### src/rtl/pi4_pkg.sv
`timescale 1ns / 1ps

package pi4_pkg;

    localparam int PALETTE_SIZE_DEF = 16;
    localparam int NIB_W            = 4;
    localparam int ARGB_W           = 16;
    localparam int PIXEL_W          = 32;
    localparam int BYTE_W           = 8;

    typedef struct packed {
        logic [PIXEL_W-1:0] pixel_rgba;
        logic               last_of_image;
    } t_pixel_in;

    typedef struct packed {
        logic [BYTE_W-1:0] packed_byte;
        logic              byte_valid;
        logic              new_colour_valid;
        logic [NIB_W-1:0]  new_colour_slot;
        logic [ARGB_W-1:0] new_colour_argb4444;
        logic              overflow;
    } t_pixel_out;

    // keep the top nibble of each channel, alpha moves to the top
    function automatic logic [ARGB_W-1:0] to_argb4444(input logic [PIXEL_W-1:0] px);
        to_argb4444 = {px[7:4], px[31:28], px[23:20], px[15:12]};
    endfunction

endpackage

### src/rtl/palette_indexer_4bpp.sv
`timescale 1ns / 1ps

// Palette indexer: each RGBA8888 pixel is cut to ARGB4444 and looked up in a
// palette of PALETTE_SIZE slots (2 to 16) filled in order of first appearance;
// new colours are reported with their slot, and indices leave packed two per
// byte, even pixel in the high nibble. A full palette sets a sticky overflow
// flag and maps the pixel to index 0. A pixel marked last flushes any half
// byte and clears the palette, counts and flag. One pixel is taken every
// cycle while the output is not stalled; each result passes the input
// register, then the result register, and the parallel compare against all
// slots plus the insert of a new colour sits between those two registers.
module palette_indexer_4bpp #(
    parameter int PALETTE_SIZE = pi4_pkg::PALETTE_SIZE_DEF
) (
    input  logic               i_clk,
    input  logic               i_rst_n,
    input  logic               i_valid,
    output logic               o_stall,
    input  pi4_pkg::t_pixel_in i_pixel,
    output logic               o_valid,
    input  logic               i_stall,
    output pi4_pkg::t_pixel_out o_result
);
    import pi4_pkg::*;

    localparam int CNT_W = $clog2(PALETTE_SIZE + 1);

    logic              r_in_valid;
    t_pixel_in         r_in;
    logic              r_out_valid;
    t_pixel_out        r_out;

    logic [ARGB_W-1:0] r_pal [PALETTE_SIZE];
    logic [CNT_W-1:0]  r_count;
    logic [NIB_W-1:0]  r_pending;
    logic              r_odd;
    logic              r_ovf;

    logic              in_xfer;
    logic              out_ready;
    logic              fire;
    logic [ARGB_W-1:0] colour;
    logic              found;
    logic [NIB_W-1:0]  match_idx;
    logic              room;
    logic              add_new;
    logic              ovf_now;
    logic [NIB_W-1:0]  idx;
    t_pixel_out        n_out;
    logic [CNT_W-1:0]  n_count;
    logic [NIB_W-1:0]  n_pending;
    logic              n_odd;
    logic              n_ovf;

    assign out_ready = !r_out_valid || !i_stall;
    assign o_stall   = r_in_valid && !out_ready;
    assign in_xfer   = i_valid && !o_stall;
    assign fire      = r_in_valid && out_ready;
    assign o_valid   = r_out_valid;
    assign o_result  = r_out;

    assign colour = to_argb4444(r_in.pixel_rgba);

    // lowest valid slot that matches wins
    always_comb begin
        found     = 1'b0;
        match_idx = '0;
        for (int j = PALETTE_SIZE - 1; j >= 0; j--) begin
            if ((CNT_W'(j) < r_count) && (r_pal[j] == colour)) begin
                found     = 1'b1;
                match_idx = NIB_W'(j);
            end
        end
    end

    assign room    = r_count < CNT_W'(PALETTE_SIZE);
    assign add_new = !found && room;
    assign ovf_now = !found && !room;
    assign idx     = found ? match_idx : (add_new ? NIB_W'(r_count) : '0);

    always_comb begin
        n_out           = '0;
        n_out.overflow  = r_ovf || ovf_now;
        if (add_new) begin
            n_out.new_colour_valid    = 1'b1;
            n_out.new_colour_slot     = NIB_W'(r_count);
            n_out.new_colour_argb4444 = colour;
        end
        n_pending = r_pending;
        n_odd     = r_odd;
        if (r_odd) begin
            n_out.packed_byte = {r_pending, idx};
            n_out.byte_valid  = 1'b1;
            n_odd             = 1'b0;
            n_pending         = '0;
        end else if (r_in.last_of_image) begin
            n_out.packed_byte = {idx, {NIB_W{1'b0}}};
            n_out.byte_valid  = 1'b1;
        end else begin
            n_pending = idx;
            n_odd     = 1'b1;
        end
        n_count = add_new ? r_count + 1'b1 : r_count;
        n_ovf   = r_ovf || ovf_now;
        // end of image wipes the per-image state
        if (r_in.last_of_image) begin
            n_count   = '0;
            n_pending = '0;
            n_odd     = 1'b0;
            n_ovf     = 1'b0;
        end
    end

    always_ff @(posedge i_clk) begin
        if (!i_rst_n) begin
            r_in_valid  <= 1'b0;
            r_out_valid <= 1'b0;
            r_count     <= '0;
            r_pending   <= '0;
            r_odd       <= 1'b0;
            r_ovf       <= 1'b0;
        end else begin
            if (in_xfer) begin
                r_in_valid <= 1'b1;
            end else if (out_ready) begin
                r_in_valid <= 1'b0;
            end
            if (out_ready) begin
                r_out_valid <= r_in_valid;
            end
            if (fire) begin
                r_count   <= n_count;
                r_pending <= n_pending;
                r_odd     <= n_odd;
                r_ovf     <= n_ovf;
            end
        end
    end

    always_ff @(posedge i_clk) begin
        if (in_xfer) begin
            r_in <= i_pixel;
        end
        if (fire) begin
            r_out <= n_out;
        end
        for (int j = 0; j < PALETTE_SIZE; j++) begin
            if (fire && add_new && (r_count == CNT_W'(j))) begin
                r_pal[j] <= colour;
            end
        end
    end

`ifndef ASSERT_OFF
    a_count_range: assert property (@(posedge i_clk) disable iff (!i_rst_n)
        r_count <= CNT_W'(PALETTE_SIZE))
        else $error("palette count above palette size");

    a_last_clears: assert property (@(posedge i_clk) disable iff (!i_rst_n)
        fire && r_in.last_of_image |=> r_count == '0 && !r_odd && !r_ovf)
        else $error("per-image state not cleared after last pixel");

    a_new_vs_ovf: assert property (@(posedge i_clk) disable iff (!i_rst_n)
        fire && add_new && !r_in.last_of_image |=>
            r_out.new_colour_valid && (r_count != '0))
        else $error("new colour not reported or not counted");

    a_odd_byte: assert property (@(posedge i_clk) disable iff (!i_rst_n)
        fire && r_odd |=> r_out.byte_valid && !r_odd)
        else $error("odd pixel did not complete a byte");
`endif

endmodule
### config.mk
export PLATFORM = sky130hd
export DESIGN_NAME = palette_indexer_4bpp
export DESIGN_NICKNAME = d
export VERILOG_FILES = /design/src/rtl/pi4_pkg.sv /design/src/rtl/palette_indexer_4bpp.sv
export SDC_FILE = /design/constraint.sdc
export NUM_CORES = 1
export LEC_CHECK = 0
export ABC_AREA = 1
export BUFFER_PORTS_ARGS = -buffer_cell sky130_fd_sc_hd__buf_2
export CAP_MARGIN = 10
export CORE_AREA = 2 2 213 215
export DETAILED_ROUTE_END_ITERATION = 8
export DIE_AREA = 0 0 215 217
export PLACE_DENSITY = 0.52
export SETUP_SLACK_MARGIN = 0.02
export SYNTH_ARGS = -nofsm -noshare
export SYNTH_HDL_FRONTEND = slang
export SYNTH_SLANG_ARGS = --single-unit
### constraint.sdc
create_clock -name i_clk -period 5.1 [get_ports i_clk]
set_input_delay 1.02 -clock i_clk [delete_from_list [all_inputs] [get_ports i_clk]]
set_output_delay 1.02 -clock i_clk [all_outputs]
set_load 0.01 [all_outputs]
Word level (Yosys, flattened, before mapping)
Memory sizes are Yosys's and may differ from the RTL's.
Cells that the tools add are included.
W data, S select, Z words.

cells by class
  add/sub/neg operators = 1
  order comparisons = 17
  eq/ne operators = 31
  mux-type cells = 123
  reductions and logical operators = 65

operator list
  cell                   number
  $eq A16 B16 Y1         16
  $mux W16               15
  $reduce_or A16 Y1      15
  $mux W4                35
  $mux W1                68
  $eq A5 B4 Y1 const B   8
  $lt A4 B5 Y1 const A   8
  $logic_and A1 B1 Y1    38
  $mux W21               1
  $eq A5 B3 Y1 const B   4
  $lt A3 B5 Y1 const A   4
  $mux W9                2
  $eq A5 B2 Y1 const B   2
  $lt A1 B5 Y1 const A   2
  $lt A2 B5 Y1 const A   2
  $mux W5                2
  $logic_not A1 Y1       6
  $add A5 B1 Y5 const B  1
  $eq A5 B1 Y1 const B   1
  $logic_not A5 Y1       1
  $lt A5 B5 Y1 const B   1
  $reduce_bool A2 Y1     2
  $logic_or A1 B1 Y1     2
  $reduce_and A2 Y1      1

word-level totals
  register bits after elaboration = 77
  memory bits (writable) = 256
  memories = 1

memory list
  name   depth  width  rd ports  clocked after Yosys merged registers in  wr ports  RTL line                    text
  r_pal  16     16     16        0                                        1         palette_indexer_4bpp.sv:33  logic [ARGB_W-1:0] r_pal [PALETTE_SIZE];

Depth between registers and ports, before layout
Gate-level depths: netlist of the first run.

  word-level depth = 40
  mapped depth = 27
  gate-level depth less buffers = 26

Worst setup path before layout of the first run
OpenSTA, ideal clock, no wires.

  path type = in2reg
  start = input i_stall
  end = memory r_pal[8][0] (netlist: r_pal[1][0]), enable pin
  data arrival time = 4.323 ns
  required time = 4.691 ns
  setup slack = 0.367 ns
  cell stages on the path = 7
  path through = nand2_1 > inv_1 > nor2_1 > nand3_2 > inv_2 > nand2_1 > nor3_1

between the ends
  longest elaborated chain between the ends = 23
  elaborated cells between the ends (all ways) = 97
  classes of those cells = 62 x mux; 35 x reduce/logical

ends and longest elaborated chain
  what                                                                RTL line                     text
  start: declaration                                                  palette_indexer_4bpp.sv:21   input logic i_stall,
  $logic_not A1 Y1 *                                                  palette_indexer_4bpp.sv:55   assign out_ready = !r_out_valid || !i_stall;
  $logic_or A1 B1 Y1 *                                                palette_indexer_4bpp.sv:55
  $logic_and A1 B1 Y1 *                                               palette_indexer_4bpp.sv:58   assign fire = r_in_valid && out_ready;
  named net fire                                                      palette_indexer_4bpp.sv:41   logic fire;
  $logic_and A1 B1 Y1 *                                               palette_indexer_4bpp.sv:148  if (fire && add_new && (r_count == CNT_W'(j))) begin
  $logic_and A1 B1 Y1                                                 palette_indexer_4bpp.sv:148
  $mux W1                                                             palette_indexer_4bpp.sv:148
  $mux W1 (implied by the code)                                       palette_indexer_4bpp.sv:149  r_pal[j] <= colour;
  $reduce_or A16 Y1 (no line)                                         -
  $mux W4 (no line) / $mux W1 (equally long branches) (15 in series)  -
  end: declaration                                                    palette_indexer_4bpp.sv:33

The timed path passes the listed nets; every way through them passes the cells marked *.

Final worst setup path of the first run
  start = register r_in, in the netlist colour[7]
  end = memory r_pal[10][6] (netlist: r_pal[1][38]), enable pin

between the ends
  longest elaborated chain between the ends = 40
  elaborated cells between the ends (all ways) = 144
  classes of those cells = 16 x eq/ne; 78 x mux; 50 x reduce/logical

ends and longest elaborated chain
  what                                                                RTL line                     text
  start: declaration                                                  palette_indexer_4bpp.sv:29   t_pixel_in r_in;
  start signal: assignment                                            palette_indexer_4bpp.sv:142  r_in <= i_pixel;
  $eq A16 B16 Y1                                                      palette_indexer_4bpp.sv:69   if ((CNT_W'(j) < r_count) && (r_pal[j] == colour)) begin
  $logic_and A1 B1 Y1                                                 palette_indexer_4bpp.sv:69
  $mux W1 (15 in series)                                              palette_indexer_4bpp.sv:69
  $mux W1 *                                                           palette_indexer_4bpp.sv:69
  $logic_not A1 Y1 *                                                  palette_indexer_4bpp.sv:77   assign add_new = !found && room;
  $logic_and A1 B1 Y1 *                                               palette_indexer_4bpp.sv:77
  $logic_and A1 B1 Y1 *                                               palette_indexer_4bpp.sv:148
  $logic_and A1 B1 Y1                                                 palette_indexer_4bpp.sv:148
  $mux W1                                                             palette_indexer_4bpp.sv:148
  $mux W1 (implied by the code)                                       palette_indexer_4bpp.sv:149
  $reduce_or A16 Y1 (no line)                                         -
  $mux W4 (no line) / $mux W1 (equally long branches) (15 in series)  -

Mark *: on every way between the ends. The rest lies on a longest branch, timed or not.

==> flow_summary.ini, run 1 <==
[route]
drt_first_pass_iters = 8
routed-via-count = 10900
drt_iter0_drc = 1190
drc_violation_count_after_routing = 0
final_antenna_net_count = 0
vias_per_cell = 5.06
detail_route.wl_per_cell_um = 20.4
detail_route.wirelength_um = 44000

[timing]
rsz0062_at_grt = no
period_minus_slack_ns = 3.72
fin_hold_ws_ns = 0.464
timing.final.setup_violations = 0
worst_pin_slew_ns = 0.810
hold_viol_final = 0
fmax_mhz = 269
timing.setup.tns_ns = 0
maxSlewHeadroom = 0.459
drv_slew = 0
clock_skew_ns = 0.0232
min_period_over_period = 0.728

[placement]
post-place-cells = 2091
numPortBuffers = 53
gp_congestion = 0.864
detailed_place_hpwl_um = 28000

[yosys]
yosys.area.top_type_share = 0.593
synth-seq-area-share = 0.610
synthesis_warnings = 0
postSynthCellCount = 1441
yosys.area.top_type = edfxtp_1
syn-num-nets = 1481
synth_cell_types = 54
synth_top_flop_cell = edfxtp_1
syn-cell-area_mm2 = 0.0154
synthArstFlopShare = 0
yosys_register_bits = 317
netlist_top_cells_area = edfxtp_1 59%, nand2_1 6.9%, xor2_1 4.7%
synthesized_area_per_cell_um2 = 10.7
synth_enable_flop_cells = 304

[worst_setup_path]
cp-start-kind = flip-flop
arrival_ns = 3.93
cp_max_fo = 30
worstPathRequired_ns = 5.32
path_cells = buf_4 > inv_2 > or2_1 > nor3b_1 > nand3b_1 > nor2_1 > nand4_1 > nand2_1 > nor2_4 > nand4_4 > nor2_8 > nand3_2 > inv_2 > nand2_1 > nor3_2 > buf_4
crit_path_max_incr_delay_ns = 0.44
critical_path.slowest_cell = buf_4
setup_crit_path_kind = flip-flop to flip-flop
crit_path_end_kind = flip-flop

[run]
max_capacitance_violation_total = 0

[die]
fp.dieH_um = 217
die_footprint_mm2 = 0.0467
die-width_um = 215
floorplan.core_area_mm2 = 0.0447
rows = 78
start_util = 0.344
design.portCount = 70

[cts]
holdBufCountCts = 0
cts_tree = built
clkTransAtPathRegs_ns = 0.06
numClockSinks = 317
insertion_delay_ns = 0.54
cts.repair_timing.setup_buffer_count = 0
post_cts.resized_instances = 0
cts-root-to-sink-buffers = 3
cts-buffers-inserted = 36
h_tree_levels = 2
clock_tree.root_cell = clkbuf_16

[grt]
gr-total-overflow = 0
largest_net_degree_at_the_start_of_global_routing = 36
grt_pass1_vias = 10400
grt_first_pass_wirelength_um = 65300
grt.total_usage = 0.188
antenna_found_initial = 1

[pwr]
vdd.ir_drop.worst_uv = 206
power-per-cell-area_mw_per_mm2 = 343
static-leakage-power_nw = 6.67

[status]
outcome = finished clean

[hold_path]
worstHoldPathType = flip-flop to flip-flop

[finish]
layout.core_utilization = 0.396
final_nets = 1569
final_common_cell = edfxtp_1
fillers = 4369
diodes = 0
layout_stage_area_growth_over_the_synthesis_result_pct = 15.1
final_cell_count_no_fill = 2156
layout.cells.most_common_list = 304 x edfxtp_1, 285 x nand2_1, 139 x nor2_1
drive_above_1_share = 0.147
[layer usage]
| layer | wire length [um] | track usage | part of all wire | vias to the layer above |
|---|---|---|---|---|
| met5 | 0 | 0 | 0 | - |
| li1 | - | - | - | 5172 |
| met4 | 1250 | 0.0563 | 0.028 | 0 |
| met3 | 2800 | 0.0270 | 0.064 | 81 |
| met1 | 20700 | 0.274 | 0.47 | 5243 |
| met2 | 19200 | 0.291 | 0.44 | 423 |
[sequential cells by signal, summed over array words and instances (netlist names)]
name,flops
colour,16
r_count,5
r_odd,1
o_result,31
r_in,1
o_valid,1
r_in_valid,1
r_pending,4
r_pal,256
r_ovf,1
[worst max-delay path: cells and delay by family (launching register included)]
family / cells / cell delay [ns]
buf+inv: 4 / 1.25
flops: 1 / 0.32
simple gates: 12 / 1.79
[path summary, 6_finish.rpt]
check	start	to	slack, ns	cells past startpoint
min	r_pending[1]	r_pending[1]	0.46	2
min reg2reg	r_pending[1]	r_pending[1]	0.46	2
max reg2reg	colour[7]	r_pal[1][38]	1.38	16
max	colour[7]	r_pal[1][38]	1.38	16
[per-stage QoR]
step	setup WS, ns	cell area [um2]	power, W
after floorplan	0.367	15400	0.00324
after global placement	1.41	16500	0.00341
after detailed placement	1.40	16500	0.00341
after CTS	1.38	17700	0.00613
after global routing	1.19	17700	0.00628
final	1.38	17700	0.00608
[synth_stat cells, types with 24 or more instances]
| cell | n |
|---|---|
| edfxtp_1 | 304 |
| nand2_1 | 285 |
| nor2_1 | 140 |
| inv_1 | 116 |
| xor2_1 | 83 |
| nand4_1 | 72 |
| nor4_1 | 48 |
| xnor2_1 | 47 |
| nand3_1 | 38 |
| nor3_1 | 38 |
| or2_2 | 33 |
| o21ai_0 | 28 |
| or2_1 | 24 |
[kinds of logic after synthesis]
group	after synthesis	synth area share
compound gates	70	0.0263
xor+xnor	130	0.0740
fa+ha+maj	3	0.00244
buf+inv	177	0.0508
flops	317	0.610
simple gates	744	0.237
[power breakdown]
part	total [W]	switching [W]	leakage, nW	internal, W
Clock	0.00273	0.00105	0.607	0.00168
Combinational	0.000439	0.000318	3.20	0.000121
Sequential	0.00291	0.0000221	2.87	0.00289
Total	0.00608	0.00139	6.67	0.00469
[layout make-up]
type                       count  area, um2  area share
inverter                     136        513      0.0290
tap                          600        751      0.0424
clock inverter                18        241      0.0136
clock buffer                  47        993      0.0561
timing repair buffer          91        563      0.0318
sequential                   317       9390       0.530
multi-input combinational    947       5270       0.297
Power figures use the tool's default switching activity.
==> run 2: changes to the inputs <==
==> constraint.sdc (replaced) <==
create_clock -name i_clk -period 3.5 [get_ports i_clk]
set_input_delay 0.7 -clock i_clk [delete_from_list [all_inputs] [get_ports i_clk]]
set_output_delay 0.7 -clock i_clk [all_outputs]
set_load 0.01 [all_outputs]
==> run 2 against run 1 <==
Compared with the run above:
- clock skew is 0.0019 ns lower
- cell count is 1.7% higher
- power is 44% higher
- clock power is 39% higher
- largest power group unchanged
==> flow_summary.ini, run 2 (synthesis results as in run 1) <==
[worst_setup_path]
arrival_ns = 3.62
cp_max_fo = 16
cp_top_family = simple AND/OR/NAND/NOR gates
r2r_slack_ns = 0.13
crit_path_max_incr_delay_ns = 0.68
path_cells = buf_4 > xor2_1 > nor4_1 > o2111ai_1 > o21ai_1 > nor2_2 > nand2_4 > nor2_8 > nand3_2 > inv_2 > nand2_1 > nor2_1 > buf_12
crit_path_end_kind = flip-flop
setup_crit_path_kind = flip-flop to flip-flop
cp-start-kind = flip-flop
worstPathRequired_ns = 3.75
buffers_and_inverters_on_the_worst_path = 3
critical_path.slowest_cell = edfxtp_1

[grt]
largest_net_degree_at_the_start_of_global_routing = 32
gr-total-overflow = 0
grt_pass1_vias = 10400
grt.total_usage = 0.190
antenna_found_initial = 0
grt_first_pass_wirelength_um = 65800

[cts]
insertion_delay_ns = 0.54
post_cts.resized_instances = 0
clkTransAtPathRegs_ns = 0.06
cts.repair_timing.setup_buffer_count = 0
clock_tree.root_cell = clkbuf_16
cts-buffers-inserted = 37
cts-root-to-sink-buffers = 3
holdBufCountCts = 0
cts_tree = built
numClockSinks = 317
h_tree_levels = 2

[route]
routed-via-count = 10900
detail_route.wirelength_um = 44600
detail_route.wl_per_cell_um = 20.3
vias_per_cell = 4.95
drc_violation_count_after_routing = 0
drt_iter0_drc = 1106
drt_first_pass_iters = 5
final_antenna_net_count = 0

[pwr]
static-leakage-power_nw = 6.89
totalPowerFinal_w = 0.00873
vdd.ir_drop.worst_uv = 285
power-per-cell-area_mw_per_mm2 = 480

[timing]
fin_hold_ws_ns = 0.332
hold_viol_final = 0
timing.setup.tns_ns = 0
drv_slew = 0
min_period_over_period = 0.964
timing.final.setup_violations = 0
maxSlewHeadroom = 0.473
clock_skew_ns = 0.0213
period_minus_slack_ns = 3.37
worst_pin_slew_ns = 0.789
fmax_mhz = 297
rsz0062_at_grt = no

[finish]
largest_register_ff_count = 256
fillers = 4350
diodes = 0
drive_above_1_share = 0.167
final_common_cell = edfxtp_1
layout_stage_area_growth_over_the_synthesis_result_pct = 18.1
final_nets = 1607
layout.cells.most_common_list = 304 x edfxtp_1, 285 x nand2_1, 139 x nor2_1
final_cell_count_no_fill = 2193
largest-register = r_pal

[placement]
gp_congestion = 0.918
numPortBuffers = 53
post-place-cells = 2128
detailed_place_hpwl_um = 30600

[die]
design.portCount = 70
rows = 78
die-width_um = 215
start_util = 0.344
fp.dieH_um = 217
die_footprint_mm2 = 0.0467
floorplan.core_area_mm2 = 0.0447

[status]
outcome = finished clean

[hold_path]
worstHoldPathType = input port to flip-flop

[run]
max_capacitance_violation_total = 0
-- run 2: cell types whose count changed in the layout (fill, tap and decap cells not counted), sizes merged --
cell | before | now
buf | 91 | 128
clkinv | 10 | 14
clkbuf | 47 | 44
bufinv | 6 | 4
clkinvlp | 0 | 1
-- run 2: per-layer routing --
layer / GRT usage / part of all wire
met1: 0.270 / 0.47
met2: 0.305 / 0.45
met3: 0.0266 / 0.051
met4: 0.0549 / 0.023
met5: 0 / 0
-- run 2: area by class of cell --
type	instances	area, um2	area share
clock buffer	44	952	0.0524
clock inverter	21	220	0.0121
timing repair buffer	128	1090	0.0600
multi-input combinational	947	5270	0.290
sequential	317	9390	0.516
inverter	136	513	0.0282
tap	600	751	0.0413
-- run 2: where the power goes --
| group | total (W) | switching (W) | leakage (nW) | internal [W] |
|---|---|---|---|---|
| Clock | 0.00380 | 0.00155 | 0.574 | 0.00225 |
| Combinational | 0.000683 | 0.000470 | 3.45 | 0.000213 |
| Sequential | 0.00425 | 0.0000354 | 2.87 | 0.00421 |
| Total | 0.00873 | 0.00206 | 6.89 | 0.00667 |
-- run 2: path summary, 6_finish.rpt --
kind / from / endpoint / cells after the start
worst max-delay path: colour[3] / r_pal[0][2] / 13
worst min-delay path: i_pixel[14] / colour[1] / 1
worst max register to register: colour[3] / r_pal[0][2] / 13
worst min register to register: r_pending[1] / r_pending[1] / 2
-- run 2: per-stage QoR --
step                      worst slack [ns]   util  area, um2
after global placement               0.190  0.381      17000
after detailed placement             0.197  0.381      17000
final                                0.127  0.407      18200
after floorplan                     -0.186      -      15400
after CTS                            0.180  0.407      18200
after global routing                0.0789  0.407      18200
==> run 3: changes to the inputs <==
--- a/config.mk
+++ b/config.mk
@@ -8,10 +8,12 @@
 export ABC_AREA = 1
 export BUFFER_PORTS_ARGS = -buffer_cell sky130_fd_sc_hd__buf_2
 export CAP_MARGIN = 10
+export CELL_PAD_IN_SITES_DETAIL_PLACEMENT = 1
+export CELL_PAD_IN_SITES_GLOBAL_PLACEMENT = 2
 export CORE_AREA = 2 2 213 215
 export DETAILED_ROUTE_END_ITERATION = 8
 export DIE_AREA = 0 0 215 217
-export PLACE_DENSITY = 0.52
+export PLACE_DENSITY = 0.71
 export SETUP_SLACK_MARGIN = 0.02
 export SYNTH_ARGS = -nofsm -noshare
 export SYNTH_HDL_FRONTEND = slang
==> run 3 against run 2 <==
Compared with the run above:
- hold slack lost 0.014 ns
- wire length is 12% higher
- clock skew barely moved
- core utilization down 0.22 points
- fmax up 1.5%
- cell count is essentially flat
- register-to-register slack improved by 0.05 ns
- setup slack improved by 0.049 ns
- via count is 2.6% higher
- design area fell by 0.55%
- critical path depth rose by 2
- power down 2.2%
- critical path type unchanged
- largest cell class unchanged
==> flow_summary.ini, run 3 (synthesis results as in run 1) <==
[route]
drc_violation_count_after_routing = 0
drt_iter0_drc = 735
detail_route.wl_per_cell_um = 22.7
drt_first_pass_iters = 5
routed-via-count = 11100
vias_per_cell = 5.09
final_antenna_net_count = 0
detail_route.wirelength_um = 49800

[timing]
timing.setup.tns_ns = 0
rsz0062_at_grt = no
fmax_mhz = 301
clock_skew_ns = 0.0212
period_minus_slack_ns = 3.32
drv_slew = 0
timing.final.setup_violations = 0
worst_pin_slew_ns = 0.796
maxSlewHeadroom = 0.469
min_period_over_period = 0.950
hold_viol_final = 0
setup_ws_ns = 0.177

[grt]
globalRouteMet2Util = 0.355
grt_first_pass_wirelength_um = 73700
grt.met1_usage = 0.287
grt.total_usage = 0.215
grt_pass1_vias = 11600
grt.busiest_layer = met2
antenna_found_initial = 1
largest_net_degree_at_the_start_of_global_routing = 33
gr-total-overflow = 0
grt.met3_usage = 0.0377

[hold_path]
min-delay-start = i_pixel[15]
whs_path_depth = 1
worstHoldPathType = input port to flip-flop

[die]
die_footprint_mm2 = 0.0467
fp.dieH_um = 217
rows = 78
die-width_um = 215
design.portCount = 70
start_util = 0.344
floorplan.core_area_mm2 = 0.0447

[pwr]
static-leakage-power_nw = 6.84
power-per-cell-area_mw_per_mm2 = 472
vdd.ir_drop.worst_uv = 329

[status]
outcome = finished clean

[finish]
final_common_cell = edfxtp_1
layout.cells.most_common_list = 304 x edfxtp_1, 285 x nand2_1, 139 x nor2_1
largest-register = r_pal
layout_stage_area_growth_over_the_synthesis_result_pct = 17.4
drive_above_1_share = 0.164
final_cell_count_no_fill = 2191
fin_area_mm2 = 0.0181
largest_register_ff_count = 256
final_nets = 1608

[worst_setup_path]
critPathMostFrequentCell = nand2_1
worstPathRequired_ns = 3.76
crit_path_max_incr_delay_ns = 0.41
path_depth_of_the_worst_reg2reg_path = 15
cp-start-kind = flip-flop
worst-path-stages = 15
crit_path_end_kind = flip-flop
critical_path.slowest_cell = edfxtp_1
buffers_and_inverters_on_the_worst_path = 3
capturing_instance_or_port_of_the_critical_path = r_pal[0][76]
path_cells = clkinv_2 > or2_1 > o21ai_0 > a211oi_1 > and3_1 > nand4_1 > nand2_1 > nor2_4 > nand4_4 > nor2_8 > nand3_2 > inv_2 > nand2_1 > nor3_2 > buf_12
r2r_slack_ns = 0.18
critPathLaunch = colour[0]
cp_top_family = simple AND/OR/NAND/NOR gates
setup_crit_path_kind = flip-flop to flip-flop
critical_path.reg2reg.startpoint = colour[0]
arrival_ns = 3.59
cp_max_fo = 16
regToRegEndpoint = r_pal[0][76]

[cts]
numClockSinks = 317
insertion_delay_ns = 0.56
h_tree_levels = 2
clkTransAtPathRegs_ns = 0.06
cts-buffers-inserted = 37
cts.repair_timing.setup_buffer_count = 0
cts-root-to-sink-buffers = 3
cts_tree = built
clock_tree.root_cell = clkbuf_16

[run]
max_capacitance_violation_total = 0

[placement]
numPortBuffers = 53
gp_congestion = 0.880
pre_cts_slack_ns = 0.236
post-place-cells = 2129
postPlaceCellArea_mm2 = 0.0170
detailed_place_hpwl_um = 34500
-- run 3: cell type report --
cell class | count | area, um2
fill | 4974 | 26600
sequential | 317 | 9390
multi-input combinational | 947 | 5280
timing repair buffer | 129 | 1060
clock buffer | 46 | 981
tap | 600 | 751
inverter | 136 | 517
clock inverter | 14 | 100
antenna | 2 | 5.00
-- run 3: stage by stage --
stage | power (W) | hold slack, ns | utilization
5_1_grt | 0.00882 | 0.301 | 0.404
6_report | 0.00854 | 0.317 | 0.405
3_5_place_dp | 0.00504 | 0.460 | 0.380
2_1_floorplan | 0.00471 | 0.445 | -
4_1_cts | 0.00863 | 0.292 | 0.404
3_3_place_gp | 0.00503 | 0.455 | 0.380
-- run 3: power by group --
group          internal [W]  switching, W  leakage [nW]
clock               0.00205       0.00153         0.526
sequential          0.00421     0.0000350          2.87
combinational      0.000217      0.000496          3.45
total               0.00648       0.00206          6.84
-- run 3: worst min-delay path by stage --
stage	to
global placement	r_pending[0]
floorplan	r_ovf
CTS	colour[2]
global route	colour[2]
detailed placement	r_pending[3]
finish	colour[2]
-- run 3: layer usage --
| metal | part of all wire | wire length [um] |
|---|---|---|
| met5 | 0 | 0 |
| met4 | 0.031 | 1530 |
| met3 | 0.052 | 2590 |
| met2 | 0.47 | 23300 |
| met1 | 0.45 | 22500 |
-- run 3: timing repair --
action                     4_1_cts  5_1_grt
hold buffers                     0        0
gates resized for setup          0        5
setup endpoints to repair        0      180
hold endpoints to repair         0        0
